--- src/u8d_pkg.sv ---
`timescale 1ns / 1ps
// Shared types and constants for the UTF-8 stream decoder.
// It has no dependencies. The front end, the queue, the back end and the top level import it.
package u8d_pkg;

    localparam int CP_W       = 21;
    localparam int BYTE_W     = 8;
    localparam int M_TDATA_W  = 24;
    localparam int Q_DEPTH    = 4;
    localparam int Q_AW       = $clog2(Q_DEPTH);
    localparam int Q_CW       = $clog2(Q_DEPTH + 1);

    typedef struct packed {
        logic [CP_W-1:0] cp;
        logic            inv;
    } t_result;

    typedef struct packed {
        logic    two;
        t_result r0;
        t_result r1;
    } t_entry;

    typedef struct packed {
        logic full;
        logic empty;
    } t_q_status;

    localparam t_result RES_INVALID = '{cp: '0, inv: 1'b1};

endpackage

--- src/u8d_front.sv ---
`timescale 1ns / 1ps
// Front end: accepts input bytes, tracks the open run and forms the results of each byte.
// It depends on u8d_pkg and writes one queue entry for each byte that yields a result.
module u8d_front (
    input  logic               i_clk,
    input  logic               i_rst_n,
    input  logic               s_tvalid,
    output logic               s_tready,
    input  logic [7:0]         s_tdata,
    input  logic               s_tlast,
    input  u8d_pkg::t_q_status i_q,
    output logic               o_push,
    output u8d_pkg::t_entry    o_entry
);
    import u8d_pkg::*;

    typedef enum logic [2:0] {
        CLS_ASCII,
        CLS_CONT,
        CLS_LEAD2,
        CLS_LEAD3,
        CLS_LEAD4,
        CLS_BAD
    } t_class;

    logic [1:0]      r_pend;
    logic [1:0]      n_pend;
    logic [CP_W-1:0] r_pc;
    logic [CP_W-1:0] n_pc;
    t_class          cls;
    logic            accept;
    logic [1:0]      dec;
    logic [CP_W-1:0] merged;
    logic [CP_W-1:0] cont_bits;
    logic            has_a;
    logic            has_b;
    logic            has_c;
    t_result         res_b;

    always_comb begin
        if (s_tdata[7] == 1'b0) begin
            cls = CLS_ASCII;
        end else if (s_tdata[7:6] == 2'b10) begin
            cls = CLS_CONT;
        end else if (s_tdata[7:5] == 3'b110) begin
            cls = CLS_LEAD2;
        end else if (s_tdata[7:4] == 4'b1110) begin
            cls = CLS_LEAD3;
        end else if (s_tdata[7:3] == 5'b11110) begin
            cls = CLS_LEAD4;
        end else begin
            cls = CLS_BAD;
        end
    end

    always_comb begin
        accept    = s_tvalid && !i_q.full;
        dec       = r_pend - 2'd1;
        cont_bits = {{(CP_W-6){1'b0}}, s_tdata[5:0]};
        case (dec)
            2'd1:    merged = r_pc | (cont_bits << 6);
            2'd2:    merged = r_pc | (cont_bits << 12);
            default: merged = r_pc | cont_bits;
        endcase
        n_pend = r_pend;
        n_pc   = r_pc;
        has_a  = 1'b0;
        has_b  = 1'b0;
        has_c  = 1'b0;
        res_b  = RES_INVALID;
        if (r_pend != 2'd0 && cls == CLS_CONT) begin
            n_pend = dec;
            n_pc   = merged;
            if (dec == 2'd0) begin
                has_b = 1'b1;
                res_b = '{cp: merged, inv: 1'b0};
            end else if (s_tlast) begin
                has_c = 1'b1;
            end
        end else begin
            has_a  = (r_pend != 2'd0);
            n_pend = 2'd0;
            n_pc   = '0;
            case (cls)
                CLS_ASCII: begin
                    has_b = 1'b1;
                    res_b = '{cp: {{(CP_W-7){1'b0}}, s_tdata[6:0]}, inv: 1'b0};
                end
                CLS_LEAD2: begin
                    n_pend = 2'd1;
                    n_pc   = {{(CP_W-11){1'b0}}, s_tdata[4:0], 6'd0};
                end
                CLS_LEAD3: begin
                    n_pend = 2'd2;
                    n_pc   = {{(CP_W-16){1'b0}}, s_tdata[3:0], 12'd0};
                end
                CLS_LEAD4: begin
                    n_pend = 2'd3;
                    n_pc   = {s_tdata[2:0], 18'd0};
                end
                default: begin
                    has_b = 1'b1;
                end
            endcase
            has_c = s_tlast && (n_pend != 2'd0);
        end
        if (s_tlast) begin
            n_pend = 2'd0;
            n_pc   = '0;
        end
    end

    always_comb begin
        s_tready      = !i_q.full;
        o_push        = accept && (has_a || has_b || has_c);
        o_entry.two   = has_a && (has_b || has_c);
        o_entry.r0    = has_a ? RES_INVALID : (has_b ? res_b : RES_INVALID);
        o_entry.r1    = has_b ? res_b : RES_INVALID;
    end

    always_ff @(posedge i_clk) begin
        if (!i_rst_n) begin
            r_pend <= 2'd0;
            r_pc   <= '0;
        end else if (accept) begin
            r_pend <= n_pend;
            r_pc   <= n_pc;
        end
    end

endmodule

--- src/u8d_queue.sv ---
`timescale 1ns / 1ps
// Short queue of result entries between the front end and the back end.
// It depends on u8d_pkg for the entry and status types.
module u8d_queue (
    input  logic               i_clk,
    input  logic               i_rst_n,
    input  logic               i_push,
    input  u8d_pkg::t_entry    i_entry,
    input  logic               i_pop,
    output u8d_pkg::t_entry    o_head,
    output u8d_pkg::t_q_status o_status
);
    import u8d_pkg::*;

    t_entry          r_mem [Q_DEPTH];
    logic [Q_AW-1:0] r_wp;
    logic [Q_AW-1:0] r_rp;
    logic [Q_CW-1:0] r_count;
    logic [Q_CW-1:0] n_count;

    always_comb begin
        o_head         = r_mem[r_rp];
        o_status.full  = (r_count == Q_CW'(Q_DEPTH));
        o_status.empty = (r_count == '0);
        n_count        = r_count;
        if (i_push && !i_pop) begin
            n_count = r_count + 1'b1;
        end else if (!i_push && i_pop) begin
            n_count = r_count - 1'b1;
        end
    end

    always_ff @(posedge i_clk) begin
        if (i_push) begin
            r_mem[r_wp] <= i_entry;
        end
    end

    always_ff @(posedge i_clk) begin
        if (!i_rst_n) begin
            r_wp    <= '0;
            r_rp    <= '0;
            r_count <= '0;
        end else begin
            if (i_push) begin
                r_wp <= r_wp + 1'b1;
            end
            if (i_pop) begin
                r_rp <= r_rp + 1'b1;
            end
            r_count <= n_count;
        end
    end

    a_no_push_full: assert property (@(posedge i_clk) disable iff (!i_rst_n)
        o_status.full |-> !i_push)
        else $error("Queue written while full.");

    a_no_pop_empty: assert property (@(posedge i_clk) disable iff (!i_rst_n)
        o_status.empty |-> !i_pop)
        else $error("Queue read while empty.");

endmodule

--- src/u8d_back.sv ---
`timescale 1ns / 1ps
// Back end: walks the results of each queue entry and holds the output word register.
// It depends on u8d_pkg for the entry and status types.
module u8d_back (
    input  logic                               i_clk,
    input  logic                               i_rst_n,
    input  u8d_pkg::t_entry                    i_head,
    input  u8d_pkg::t_q_status                 i_q,
    output logic                               o_pop,
    output logic                               m_tvalid,
    input  logic                               m_tready,
    output logic [u8d_pkg::M_TDATA_W-1:0]      m_tdata,
    output logic                               m_tuser,
    output logic                               m_tlast
);
    import u8d_pkg::*;

    logic            r_sel;
    logic            n_sel;
    logic            r_valid;
    logic [CP_W-1:0] r_cp;
    logic            r_inv;
    logic            r_last;
    logic            load;
    logic            take;
    logic            is_final;
    t_result         cur;

    always_comb begin
        load     = !r_valid || m_tready;
        take     = load && !i_q.empty;
        cur      = r_sel ? i_head.r1 : i_head.r0;
        is_final = r_sel || !i_head.two;
        o_pop    = take && is_final;
        n_sel    = r_sel;
        if (take) begin
            n_sel = !is_final;
        end
    end

    always_ff @(posedge i_clk) begin
        if (!i_rst_n) begin
            r_sel   <= 1'b0;
            r_valid <= 1'b0;
        end else begin
            r_sel <= n_sel;
            if (load) begin
                r_valid <= take;
            end
        end
    end

    always_ff @(posedge i_clk) begin
        if (take) begin
            r_cp   <= cur.cp;
            r_inv  <= cur.inv;
            r_last <= is_final;
        end
    end

    assign m_tvalid = r_valid;
    assign m_tdata  = {{(M_TDATA_W-CP_W){1'b0}}, r_cp};
    assign m_tuser  = r_inv;
    assign m_tlast  = r_last;

    a_sel_has_entry: assert property (@(posedge i_clk) disable iff (!i_rst_n)
        r_sel |-> !i_q.empty)
        else $error("Second result selected with no entry at the head.");

    a_invalid_zero: assert property (@(posedge i_clk) disable iff (!i_rst_n)
        (m_tvalid && m_tuser) |-> (m_tdata == '0))
        else $error("Invalid word carries a nonzero code point.");

endmodule

--- src/utf8_stream_decoder_unit.sv ---
`timescale 1ns / 1ps
// Top level of the UTF-8 stream decoder: front end, entry queue and back end.
// It depends on u8d_pkg, u8d_front, u8d_queue and u8d_back.
//
// channel  | direction | tdata                          | tuser       | tlast
// s_*      | in        | [7:0] data_byte                | none        | end_of_stream
// m_*      | out       | [20:0] code_point, zero filled | [0] invalid | last_of_run
//
// One input word is accepted every cycle while the queue has room.
// A word yields zero, one or two output words; the output register sends one word per cycle
// while m_tready is high, so a word with two results leaves as two output words.
// A result reaches the output through the queue and then the output register.
// Reset is synchronous and closes any open run; a stalled output only stops input once
// the four-entry queue is full.
module utf8_stream_decoder_unit (
    input  logic                          i_clk,
    input  logic                          i_rst_n,
    input  logic                          s_tvalid,
    output logic                          s_tready,
    input  logic [7:0]                    s_tdata,   // [7:0] data_byte
    input  logic                          s_tlast,
    output logic                          m_tvalid,
    input  logic                          m_tready,
    output logic [u8d_pkg::M_TDATA_W-1:0] m_tdata,   // [20:0] code_point, [23:21] zero
    output logic                          m_tuser,   // [0] invalid
    output logic                          m_tlast
);
    import u8d_pkg::*;

    logic      push;
    logic      pop;
    t_entry    entry;
    t_entry    head;
    t_q_status q_status;

    u8d_front u_front (
        .i_clk    (i_clk),
        .i_rst_n  (i_rst_n),
        .s_tvalid (s_tvalid),
        .s_tready (s_tready),
        .s_tdata  (s_tdata),
        .s_tlast  (s_tlast),
        .i_q      (q_status),
        .o_push   (push),
        .o_entry  (entry)
    );

    u8d_queue u_queue (
        .i_clk    (i_clk),
        .i_rst_n  (i_rst_n),
        .i_push   (push),
        .i_entry  (entry),
        .i_pop    (pop),
        .o_head   (head),
        .o_status (q_status)
    );

    u8d_back u_back (
        .i_clk    (i_clk),
        .i_rst_n  (i_rst_n),
        .i_head   (head),
        .i_q      (q_status),
        .o_pop    (pop),
        .m_tvalid (m_tvalid),
        .m_tready (m_tready),
        .m_tdata  (m_tdata),
        .m_tuser  (m_tuser),
        .m_tlast  (m_tlast)
    );

endmodule

--- config.mk ---
export PLATFORM = sky130hd
export DESIGN_NAME = utf8_stream_decoder_unit
export DESIGN_NICKNAME = d
export VERILOG_FILES = /design/src/u8d_pkg.sv /design/src/u8d_front.sv /design/src/u8d_queue.sv /design/src/u8d_back.sv /design/src/utf8_stream_decoder_unit.sv
export SDC_FILE = /design/constraint.sdc
export NUM_CORES = 1
export LEC_CHECK = 0
export BUFFER_PORTS_ARGS = -buffer_cell sky130_fd_sc_hd__buf_2
export CAP_MARGIN = 25
export CORE_ASPECT_RATIO = 1.1
export CORE_MARGIN = 1.5
export CORE_UTILIZATION = 44
export DETAILED_ROUTE_END_ITERATION = 7
export SLEW_MARGIN = 20
export SYNTH_ARGS = -nofsm -noshare
export SYNTH_HDL_FRONTEND = slang
export SYNTH_SLANG_ARGS = --single-unit
--- constraint.sdc ---
create_clock -name i_clk -period 3.1 [get_ports i_clk]
set_input_delay 0.31 -clock i_clk [delete_from_list [all_inputs] [get_ports i_clk]]
set_output_delay 0.31 -clock i_clk [all_outputs]
set_load 0.05 [all_outputs]
== After elaboration in Yosys (flattened, before gate mapping) ==
Memories as Yosys holds them, arrays and structs flattened. A register that Yosys moved wholly into a read port is not among the register bits.
Cells that the tools add are included.
W data, S select, Z words.
Cells by class
  add/sub/neg operators: 5
  $mul: 0
  div/mod/pow operators: 0
  order comparisons: 0
  equal/unequal tests: 11
  shifts and indexed selects: 0
  mux-type cells: 32
  bitwise logic cells: 3
  reductions and logical operators: 28
Operators by type and width (count)
  $mux W22: 5
  $pmux W21 S3: 1
  $mux W21: 2
  $pmux W21 S2: 1
  $or A21 B12 Y21: 1
  $or A21 B18 Y21: 1
  $or A21 B6 Y21: 1
  $mux W3: 6
  $mux W1: 10
  $mux W2: 5
  $eq A3 B3 Y1 const B: 3
  $logic_and A1 B1 Y1: 9
  $mux W8: 1
  $logic_not A1 Y1: 7
  $eq A3 B2 Y1 const B: 2
  $logic_not A3 Y1: 2
  $pmux W2 S3: 1
  $reduce_bool A2 Y1: 3
  $eq A5 B5 Y1 const B: 1
  $logic_or A1 B1 Y1: 5
  $add A2 B1 Y2 const B: 2
  $eq A2 B2 Y1 const B: 2
  $eq A4 B4 Y1 const B: 1
  $add A3 B1 Y3 const B: 1
  6 further kinds: 6
Storage, ports and cells
  bits in registers: 55
  bits in latches: 0
  RAM bits: 180
  ROM bits: 0
  input port bits: 13
  output and inout port bits: 28
  logic and storage cells: 90
  memories: 1
Memories
  u_queue.r_mem: words 4, width 45, read ports 1, clocked after Yosys merged registers in 1, wr ports 1, line u8d_queue.sv:15  | t_entry r_mem [Q_DEPTH];

== Depth between registers and ports, before layout ==
  depth after elaboration: 18
  depth in mapped cells: 11
  gate-level depth less buffers: 11

== By module ==
A second synthesis with hierarchy kept.
Unflattened totals
  cells, all modules: 535
  area, all modules: 9628.0 um2
Modules (own cells, without submodules)
  u8d_queue: instances 1, cells each 278, area each 6999.2 um2, sequential area each 5585.4 um2
  u8d_front: instances 1, cells each 193, area each 1445.1 um2, sequential area each 460.4 um2
  u8d_back: instances 1, cells each 64, area each 1183.6 um2, sequential area each 730.7 um2

== Worst setup path after synthesis ==
Ideal clock, no wire load.
  path type: register to register
  start point: register u_queue.r_count[0]
  end point: memory u_queue.r_mem[2][0] in the netlist's numbering (enable)
  library setup time: 0.407 ns
  arrival: 2.607 ns
  required time: 2.693 ns
  slack: 0.086 ns
  cell stages (with the launch flop): 6
  buffers on the path: 1
  clock period less this slack: 3.014 ns
  cell sequence: dfxtp_1 -> or3b_1 -> nand2_1 -> buf_2 -> a31oi_2 -> and2_1
Between the ends
  cells in the longest elaborated chain, start to end: 6
Ends and longest elaborated chain
  start, declared: line u8d_queue.sv:18  | logic [Q_CW-1:0] r_count;
  start signal, assigned: line u8d_queue.sv:51  | r_count <= n_count;
  $eq A3 B3 Y1: line u8d_queue.sv:23  | o_status.full = (r_count == Q_CW'(Q_DEPTH));
  $logic_not A1 Y1
  net s_tready: line utf8_stream_decoder_unit.sv:19  | output logic s_tready,
  $logic_and A1 B1 Y1: line u8d_front.sv:57  | accept = s_tvalid && !i_q.full;
  $logic_and A1 B1 Y1: line u8d_front.sv:115  | o_push = accept && (has_a || has_b || has_c);
  net push: line utf8_stream_decoder_unit.sv:30  | logic push;
  $mux W1: line u8d_queue.sv:34  | if (i_push) begin
  $mux W1 (implied by the code): line u8d_queue.sv:35  | r_mem[r_wp] <= i_entry;
  end, declared: line u8d_queue.sv:15
The timed path passes the listed nets, and every way through them passes these cells.

== Final worst setup path ==
  start point: register u_front.r_pend[0]
  end point: register u_queue.r_count[2]
Between the ends
  cells in the longest elaborated chain, start to end: 10
  elaborated cells on any way between the ends: 17
  classes of those cells: add/sub (1); mux (6); reduce/logical (10)
Ends and longest elaborated chain
  start, declared: line u8d_front.sv:26  | logic [1:0] r_pend;
  start signal, assigned: line u8d_front.sv:126  | r_pend <= n_pend;
  $sub A2 B1 Y2: line u8d_front.sv:58  | dec = r_pend - 2'd1;
  $logic_not A2 Y1: line u8d_front.sv:74  | if (dec == 2'd0) begin
  $mux W1: line u8d_front.sv:74
  $mux W1: line u8d_front.sv:71  | if (r_pend != 2'd0 && cls == CLS_CONT) begin
  $logic_or A1 B1 Y1: line u8d_front.sv:115
  $logic_or A1 B1 Y1 (*): line u8d_front.sv:115
  $logic_and A1 B1 Y1 (*): line u8d_front.sv:115
  net push: line utf8_stream_decoder_unit.sv:30
  $logic_not A1 Y1: line u8d_queue.sv:28  | end else if (!i_push && i_pop) begin
  $logic_and A1 B1 Y1: line u8d_queue.sv:28
  $reduce_bool A2 Y1 (no line)
The timed path passes the listed nets; every way through them passes the cells marked *.
A chain may end at the register's enable or synchronous reset.

==> flow_summary.ini <==
[clock_tree]
clk_pin_slew_ns = 0.06
cts_buffer_depth = 3
clock_latency_ns = 0.52
post_cts_buffers = 0
cts_buffers = 24
cts_max_level = 1
root_buffer = clkbuf_16
cts.hold.buffers_added = 0
cts.repair.resized = 0
cts_tree = built
cts_sinks = 237

[route]
drc = 0
firstDrtPassIters = 4
vias = 4842
drt_iter0_drc = 465
wl_mm = 18.7
postRouteAntennaNets = 0
wl_per_cell_microns = 20.5
vias_per_cell = 5.30

[logic_synthesis]
synth_area_per_cell_sq_um = 16.5
synth_async_sr_flop_share = 0
netlist_instances = 567
synth_top_area_cell = edfxtp_1
yosys-top-cells-count = edfxtp_1, nand2_1, mux4_2
synth_warnings = 0
synthTopCellsByArea = edfxtp_1, mux4_2, dfxtp_1
synth_seq_cells = 237
synthFlopType = edfxtp_1
yosysUniqueCellTypes = 43
synthMostInstantiatedCell = edfxtp_1
synth_seq_area_share = 0.725
yosysTopAreaCellShare = 0.652
netlist_area_sq_mm = 0.00935
synth_edf_count = 203

[placed_design]
hpwl_mm = 10.5
gp_congestion = 0.815
port_buffers = 37

[layout]
syn2layout_area_growth_pct = 15.0
final_util = 0.519
drive_gt1_frac = 0.223
diodes = 0
fin_nets = 634

[global_route]
grt_pass1_vias = 5153
grt_usage = 0.175
grt_start_max_net_pins = 46
antenna_found_initial = 0
overflow = 0
grt_pass1_wl_mm = 29.2

[floorplanning]
coreArea_sq_mm = 0.0207
initial_core_util = 0.452
io_pins = 41
die_x_microns = 142
std_cell_rows = 55
die_y_microns = 156
dieArea_sq_mm = 0.0221

[timing]
max_slew_margin = 0.376
clock_skew_ns = 0.0161
post-route-period-util = 0.873
hold_viol = 0
tightestPinTransition_ns = 0.936
setup_viol = 0
drv_slew = 0
timing.fmax_mhz = 369
grt_setup_unrepaired = false
finalCriticalPeriod_ns = 2.71
tns_ns = 0

[pwr]
irDropWorstVdd_mv = 0.651
power.density_mw_per_mm2 = 886
total_power_mw = 9.53
p_leak_nw = 3.63

[worst_setup_path]
critPathKind = reg2reg
end_kind = register
critPathLaunchType = register
worstPathArrival_ns = 3.15
critical_path_required_ns = 3.54
path_max_fanout = 5

[flow_run]
drv_cap = 0

[outcome]
outcome = finished, final reports clean

[worst_hold_path]
min_path_type = in2reg
## logic make-up after synthesis
kind of cell             count (synthesis)  synth area share
AND/OR/NAND/NOR                        158            0.0740
XOR/XNOR                                 4           0.00375
buffers and inverters                   41            0.0193
other                                    1          0.000401
adder cells (fa/ha/maj)                 10            0.0142
AO/OA/AOI/OAI                           67            0.0512
multiplexers                            49             0.113
flip-flops                             237             0.725
## where the power goes
group	internal, mW	leakage, nW	switching [mW]
registers	4.02	2.12	0.126
logic	0.740	1.09	1.56
clock network	1.94	0.415	1.15
## worst paths after layout
path | start | slack [ns] | depth (start not counted) | to
max | u_front.r_pend[0] | 0.39 | 10 | u_queue.r_count[2]
min reg2reg | u_front.r_pc[11] | 0.48 | 2 | u_front.r_pc[11]
max reg2reg | u_front.r_pend[0] | 0.39 | 10 | u_queue.r_count[2]
min | s_tdata[0] | 0.18 | 2 | u_front.r_pc[12]
## final cells by class
class	count	area, sq um
Timing Repair Buffer	49	325
Multi-Input combinational cell	291	2410
Clock inverter	9	173
Inverter	8	30.0
Clock buffer	34	679
Sequential cell	237	6780
Fill cell	1688	9960
Tap cell	285	357
## placed cells by master (no fill, tap or decap), types with 4 or more instances in the layout
cell type	count
edfxtp_1	203
nand2_1	80
mux4_2	45
nor2_1	37
buf_2	37
dfxtp_1	32
clkbuf_16	25
a21oi_1	20
a22o_1	18
and2_1	10
ha_1	9
inv_1	8
o21a_1	8
buf_4	8
clkbuf_1	7
nor3_1	6
a21boi_0	5
bufinv_16	5
nor2b_1	4
and2_2	4
mux2i_1	4
or3_1	4
a31oi_1	4
buf_12	4
## state kept, by name (all words and copies together), names as in the netlist, named ones only
| register | cells |
|---|---|
| u_queue.r_rp | 2 |
| u_queue.r_count | 3 |
| u_back.r_cp | 21 |
| u_back.m_tvalid | 1 |
| u_back.r_sel | 1 |
| u_queue.r_wp | 2 |
| u_back.m_tuser | 1 |
| u_queue.r_mem | 180 |
| u_front.r_pend | 2 |
| u_front.r_pc | 21 |
| u_back.m_tlast | 1 |
## worst max-delay path, stage by stage, from the launching register on
cell and delay (ns):
dfxtp_1 0.40, inv_1 0.08, ha_1 0.26, nand4bb_1 0.26, a31oi_2 0.25, ha_1 0.23
inv_1 0.07, fa_1 0.43, xor2_1 0.16, or3_1 0.32, a21boi_0 0.17
## routing by layer
metal | GRT usage | vias to the layer above | routed length [microns]
met5 | 0 | - | 0
met4 | 0.0653 | 0 | 448
met3 | 0.0273 | 30 | 1160
met2 | 0.289 | 133 | 9360
met1 | 0.236 | 2438 | 7730
li1 | - | 2241 | -
## through the flow
stage / setup slack (ns) / cells / cell area, sq um / hold WS [ns]
finish: 0.393 / 913 / 10800 / 0.179
global route: 0.212 / 913 / 10800 / 0.179
CTS: 0.382 / 913 / 10800 / 0.175
detailed placement: 0.410 / 870 / 9900 / 0.459
global placement: 0.560 / 870 / 9900 / 0.448
floorplan: 0.0861 / 569 / 9360 / 0.435
Power figures use the tool's default switching activity.
